==> src/hdl/cbconv_pkg.sv <==
package cbconv_pkg;

    // Default store dimensions
    localparam int DEF_MAX_KERNEL = 7;
    localparam int DEF_MAX_HEIGHT = 256;
    localparam int DEF_MAX_WIDTH  = 256;

    // Stream payload widths
    localparam int S_TDATA_W = 40;
    localparam int S_TUSER_W = 2;
    localparam int M_TDATA_W = 32;
    localparam int M_TUSER_W = 1;

    // Configuration port
    localparam int CFG_IDX_W  = 2;
    localparam int CFG_DATA_W = 9;

    // Signed width for window coordinate arithmetic (covers sizes up to 4096)
    localparam int CW = 14;

    // Request kinds carried in s_axis_tuser
    localparam logic [1:0] OP_LOAD_COEF  = 2'd0;
    localparam logic [1:0] OP_LOAD_PIXEL = 2'd1;
    localparam logic [1:0] OP_COMPUTE    = 2'd2;

    // Register indexes
    localparam logic [CFG_IDX_W-1:0] CFG_KERNEL_SIZE  = 2'd0;
    localparam logic [CFG_IDX_W-1:0] CFG_IMAGE_HEIGHT = 2'd1;
    localparam logic [CFG_IDX_W-1:0] CFG_IMAGE_WIDTH  = 2'd2;

    // Register reset values
    localparam logic [2:0] RST_KERNEL_SIZE  = 3'd3;
    localparam logic [8:0] RST_IMAGE_HEIGHT = 9'd256;
    localparam logic [8:0] RST_IMAGE_WIDTH  = 9'd256;

    // Fixed-point result
    localparam int FRAC_BITS = 12;

    // Control from the sequencer to the MAC pipeline
    typedef struct packed {
        logic clr;  // clear accumulator
        logic vld;  // pixel/coefficient pair present
    } t_mac_ctrl;

endpackage

==> src/hdl/cbconv_mac.sv <==
module cbconv_mac
    import cbconv_pkg::*;
#(
    parameter int ACCW = 40
) (
    input  logic               i_clk,
    input  logic               i_rst_n,
    input  t_mac_ctrl          i_ctrl,
    input  logic signed [15:0] i_pix,
    input  logic signed [15:0] i_coef,
    output logic signed [15:0] o_value,
    output logic               o_sat,
    output logic               o_busy
);

    logic signed [31:0]   r_prod;
    logic                 r_pv;
    logic signed [ACCW-1:0] r_acc;
    logic signed [ACCW-1:0] w_q;

    // Product stage
    always_ff @(posedge i_clk) begin
        r_prod <= i_pix * i_coef;
    end

    always_ff @(posedge i_clk) begin
        if (!i_rst_n) begin
            r_pv <= 1'b0;
        end else begin
            r_pv <= i_ctrl.vld;
        end
    end

    // Accumulate
    always_ff @(posedge i_clk) begin
        if (i_ctrl.clr) begin
            r_acc <= '0;
        end else if (r_pv) begin
            r_acc <= r_acc + ACCW'(r_prod);
        end
    end

    // Arithmetic shift floors; then clip to 16 bits
    assign w_q = r_acc >>> FRAC_BITS;

    always_comb begin
        if (w_q > ACCW'(32767)) begin
            o_value = 16'sh7FFF;
            o_sat   = 1'b1;
        end else if (w_q < -ACCW'(32768)) begin
            o_value = 16'sh8000;
            o_sat   = 1'b1;
        end else begin
            o_value = 16'(w_q);
            o_sat   = 1'b0;
        end
    end

    assign o_busy = r_pv;

endmodule

==> config.mk <==
export PLATFORM = sky130hd
export DESIGN_NAME = cbconv_mac
export DESIGN_NICKNAME = d
export VERILOG_FILES = /design/src/hdl/cbconv_pkg.sv /design/src/hdl/cbconv_mac.sv
export SDC_FILE = /design/constraint.sdc
export NUM_CORES = 1
export LEC_CHECK = 0
export BUFFER_PORTS_ARGS = -buffer_cell sky130_fd_sc_hd__buf_2
export CORE_MARGIN = 5
export CORE_UTILIZATION = 40
export CTS_BUF_LIST = sky130_fd_sc_hd__clkbuf_2 sky130_fd_sc_hd__clkbuf_4 sky130_fd_sc_hd__clkbuf_8
export CTS_CLUSTER_SIZE = 12
export DETAILED_ROUTE_END_ITERATION = 8
export PLACE_DENSITY = 0.59
export SETUP_SLACK_MARGIN = 0.3
export SYNTH_ARGS = -nofsm -noshare
export SYNTH_HDL_FRONTEND = slang
export SYNTH_SLANG_ARGS = --single-unit
==> constraint.sdc <==
create_clock -name i_clk -period 7.3 [get_ports i_clk]
set_input_delay 0.73 -clock i_clk [delete_from_list [all_inputs] [get_ports i_clk]]
set_output_delay 0.73 -clock i_clk [all_outputs]
set_load 0.02 [all_outputs]
==> run metrics, run 1 <==
largest net degree at the start of global routing 56; Hold EP r_acc[34]; Vias 10.44k; routed length per placed instance 15.66 µm; worst reg2reg setup slack 4.03 ns; most frequent cells in the layout inv_1, fa_1, nand2_1, and2_1, ha_1; Hold Crit Class flip-flop to flip-flop; status finished, final reports clean; clk_lat worst skew 0.37 ns; unrepaired setup endpoints after global routing false; Fmax achieved 0.1522 GHz; Post-Syn Area 14350 µm²; Crit Path Class input pin to flip-flop; sequential area share after synthesis 10.18%; Tmin final 6.571 ns; gp weighted congestion 0.8335; leading area contributor after synthesis fa_1; Die H 199.4 µm; CTS Buf Count 9; multi-input logic area 11410 µm²; Fillers 3525; yosys warns 0; Yosys top cell area share 36.68%; TritonRoute pass-1 iters 5; Post-synth EDFFs 0; Worst Min Path Start r_acc[34]; count of final setup violators 0; core area 35480 µm²; max_cap viols 0; ys flop type dfxtp_1; post-DP HPWL 27270 µm; Starting Density 40.45%; syn_area_per_cell 8.887 µm²; vias per std cell 5.003; DR iter-0 viols 444; post-route ant nets 0; hold path depth 2; Post-Route Skew 0.01186 ns; Worst setup SP type input pin; first-pass GRT wire length 56290 µm; WHS 0.4918 ns; crit path DAT 6.81 ns; post-CTS setup buffers 0; # H-tree levels 3; DRC 0; crit-path max FO 16; CTS tree done; Die W 199.4 µm; Reg area 1463 µm²; critical path capture point type flip-flop; CP required 7.54 ns; clock sinks 73; Setup TNS 0 ns; clock root cell clkbuf_8; slew margin rel. 19.36%; Worst Max-Slew Pin Slew 1.202 ns; All-Layer GR Usage 17.32%; Ports 54; nets@finish 2041; grt ovf 0; cts hold-fix bufs 0; Cell Rows 69; Max Slew Vio Count 0; most common cell after layout, fill and taps aside inv_1; Hold Vio Cnt, Final 0; antenna violations before repair 1; Syn Nets 2035; # diodes 0; launch point of the worst path i_pix[7]; post-synthesis register bit count 73; Post-Route WL 32680 µm; cts repair resizes 0; Gate Count Post-Synth 1615; vias in the first global route 11.05k; share of layout cells above drive strength 1 5.166%; Longest Clk Path Bufs 2; IO Port Bufs 53; Worst R2R End r_acc[35]; clock-pin slew on the worst setup and hold paths 0.08 ns; part of the cycle the worst path needs 90.01%; cells on worst reg2reg path 10; Cell variety after synth 65; synth top area cells fa_1, ha_1, dfxtp_1; die area 39770 µm²; Synth-to-Final Area Change 6.059%; fin util 42.90%; ys async rst share 0%; r2r startpoint r_acc[3]
## routing by layer
metal | vias to the layer above | global-route usage (%) | routed length, µm
li1 | 5030 | - | -
met1 | 5216 | 25.60 | 16200
met2 | 174 | 28.13 | 14890
met3 | 19 | 1.737 | 1304
met4 | 2 | 3.044 | 272
met5 | - | 0 | 13
## flip-flops by register name, indices dropped and copies added (netlist names)
register,count
o_busy,1
r_acc,40
r_prod,32
## critical path, stage by stage
cell       delay [ns]
buf_2            0.31
nand2_1          0.14
fa_1             0.55
inv_1            0.05
fa_1             0.49
inv_1            0.06
fa_1             0.56
inv_1            0.06
fa_1             0.50
fa_1             0.55
inv_1            0.05
fa_1             0.52
inv_1            0.04
ha_1             0.37
a211oi_1         0.28
nor2b_1          0.18
o31ai_1          0.09
o211ai_1         0.17
a21oi_1          0.18
and4_1           0.24
a2111oi_2        0.39
a21oi_1          0.14
xnor2_1          0.15
## worst max-delay path by stage
| stage | endpoint | depth (start not counted) |
|---|---|---|
| 2_1_floorplan | r_prod[30] | 20 |
| 3_3_place_gp | r_prod[31] | 23 |
| 3_5_place_dp | r_prod[31] | 23 |
| 4_1_cts | r_prod[31] | 23 |
| 5_1_grt | r_prod[31] | 23 |
| 6_report | r_prod[31] | 23 |
## through the flow
step	cell area, µm²	setup WS [ns]	instances
2_1_floorplan	14350	0.8379	1615
3_3_place_gp	15000	0.4459	2071
3_5_place_dp	15000	0.3422	2071
4_1_cts	15220	0.7369	2087
5_1_grt	15220	0.3295	2087
6_report	15220	0.7293	2087
## cell families after synthesis
kind of cell	Yosys count	synth area share [%]
adder cells (fa/ha/maj)	384	47.23
multiplexers	27	1.883
XOR/XNOR	70	4.272
AO/OA/AOI/OAI	225	10.58
flip-flops	73	10.18
AND/OR/NAND/NOR	440	15.48
buffers and inverters	396	10.37
## synth_stat cells, types with 3 or more instances
library cell / n
o31ai_1: 4
nor4_1: 5
o21bai_1: 9
and2_1: 135
a31oi_1: 6
o22ai_1: 3
clkbuf_1: 57
nor3b_1: 6
nor2_1: 70
nand2b_1: 17
or3_1: 4
dfxtp_1: 73
o21ai_0: 23
nand2_1: 143
nor2b_1: 5
mux2i_1: 27
a211oi_1: 11
xnor2_1: 56
buf_1: 4
nand4_1: 16
o21a_1: 22
o21ai_1: 7
fa_1: 263
a21boi_0: 3
nand3_1: 11
nor3_1: 11
a21oi_1: 64
o211ai_1: 9
inv_1: 334
a21o_1: 37
and3_1: 6
ha_1: 121
xor2_1: 14
## final cells by class
type | count | area share [%]
Inverter | 334 | 8.236
Clock inverter | 7 | 0.6658
Multi-Input combinational cell | 1146 | 74.95
Clock buffer | 9 | 0.8137
Sequential cell | 73 | 9.609
Tap cell | 461 | 3.789
Timing Repair Buffer | 57 | 1.940
Power of run 1 is left out: the tool's default activity adds up to more than one toggle a clock period on the data nets, which glitch-free logic cannot reach.
==> inputs of run 2 (changes only) <==
--- a/config.mk
+++ b/config.mk
@@ -7,11 +7,11 @@
 export LEC_CHECK = 0
 export BUFFER_PORTS_ARGS = -buffer_cell sky130_fd_sc_hd__buf_2
 export CORE_MARGIN = 5
-export CORE_UTILIZATION = 40
+export CORE_UTILIZATION = 32
 export CTS_BUF_LIST = sky130_fd_sc_hd__clkbuf_2 sky130_fd_sc_hd__clkbuf_4 sky130_fd_sc_hd__clkbuf_8
 export CTS_CLUSTER_SIZE = 12
 export DETAILED_ROUTE_END_ITERATION = 8
-export PLACE_DENSITY = 0.59
+export PLACE_DENSITY = 0.5
 export SETUP_SLACK_MARGIN = 0.3
 export SYNTH_ARGS = -nofsm -noshare
 export SYNTH_HDL_FRONTEND = slang
==> run metrics, run 2 (same netlist as run 1, synthesis figures left out) <==
Vias 10.45k; routed length per placed instance 15.62 µm; cts repair resizes 0; clock root cell clkbuf_8; vias in the first global route 11.28k; clock sinks 73; die area 49190 µm²; slew margin rel. 18.92%; Worst Path Buf+Inv 6; cts hold-fix bufs 0; # H-tree levels 3; DR iter-0 viols 429; Hold Vio Cnt, Final 0; Die W 221.8 µm; vias per std cell 4.703; Synth-to-Final Area Change 7.384%; Starting Density 32.39%; Max Slew Vio Count 0; Largest register FFs 40; most common cell after layout, fill and taps aside inv_1; Most flops, register r_acc; All-Layer GR Usage 14.47%; share of layout cells above drive strength 1 5.341%; CTS tree done; Setup TNS 0 ns; placed instance area 15180 µm²; part of the cycle the worst path needs 90.82%; gp weighted congestion 0.8090; Worst Max-Slew Pin Slew 1.209 ns; first-pass GRT wire length 59100 µm; post-route ant nets 0; most frequent cells in the layout inv_1, fa_1, nand2_1, and2_1, ha_1; unrepaired setup endpoints after global routing false; clock-pin slew on the worst setup and hold paths 0.09 ns; crit path DAT 6.85 ns; Cell Rows 77; Slowest-stage cell, CP fa_1; max_cap viols 0; Longest Clk Path Bufs 2; crit-path max FO 16; TritonRoute pass-1 iters 5; post-CTS setup buffers 0; Tmin final 6.630 ns; CTS Buf Count 9; antenna violations before repair 0; Worst setup SP type input pin; crit-path leading delay family adder cells; Crit Path Class input pin to flip-flop; # diodes 0; max incr delay on CP 0.56 ns; nets@finish 2044; grt ovf 0; status finished, final reports clean; Post-Route WL 34700 µm; largest net degree at the start of global routing 56; Ports 54; crit-path cells buf_2 > nand2_1 > fa_1 > inv_1 > fa_1 > inv_1 > fa_1 > inv_1 > fa_1 > fa_1 > inv_1 > fa_1 > inv_1 > ha_1 > a211oi_1 > nor2b_1 > o31ai_1 > o211ai_1 > a21oi_1 > and4_1 > a2111oi_2 > a21oi_1 > xnor2_1; Post-Route Skew 0.01760 ns; Fmax achieved 0.1508 GHz; post-DP HPWL 28740 µm; core area 44320 µm²; DRC 0; critical path capture point type flip-flop; clk_lat worst skew 0.37 ns; Die H 221.8 µm; final instance area 15410 µm²; WHS 0.4923 ns; CP required 7.52 ns; IO Port Bufs 53; Hold Crit Class flip-flop to flip-flop; Top cell by count, worst path fa_1; count of final setup violators 0
-- run 2: changes by cell type in the layout (fill, tap and decap cells not counted), sizes merged --
cell	change
buf	+3
clkbuf	+3
inv	-2
clkinvlp	-1
-- run 2: worst paths after layout --
| path | startpoint | end | slack (ns) | depth (start not counted) |
|---|---|---|---|---|
| worst max-delay path | i_pix[7] | r_prod[31] | 0.67 | 23 |
| worst min-delay path | r_acc[34] | r_acc[34] | 0.49 | 2 |
| worst max register to register | r_acc[3] | r_acc[35] | 4.13 | 10 |
| worst min register to register | r_acc[34] | r_acc[34] | 0.49 | 2 |
-- run 2: area by class of cell --
cell class / instances / area, µm²
flip-flops and latches: 73 / 1463
multi-input cells: 1146 / 11410
well taps: 592 / 740.7
inverters: 334 / 1254
clock buffers: 12 / 152.6
fillers: 4677 / 28910
clock inverters: 4 / 76.32
repair buffers: 60 / 317.8
-- run 2: per-layer routing --
layer	global-route usage, %	share of wire, %
met4	2.207	0.70
met2	23.32	45
met5	0	0
met3	1.589	3.6
met1	21.50	50
-- run 2: stage by stage --
stage | instances | setup WS [ns] | utilization [%]
2_1_floorplan | 1615 | 0.8379 | -
3_3_place_gp | 2205 | 0.3984 | 34.26
3_5_place_dp | 2205 | 0.2787 | 34.26
4_1_cts | 2221 | 0.6566 | 34.78
5_1_grt | 2221 | 0.3335 | 34.78
6_report | 2221 | 0.6699 | 34.78
-- run 2: worst reg2reg max path: cells and delay by family, from the launching register on --
family	cells	cell delay, ns
xor+xnor	1	0.16
compound gates	8	2.20
fa+ha+maj	1	0.36
flops	1	0.32
Power of run 2 is left out for the same reason.
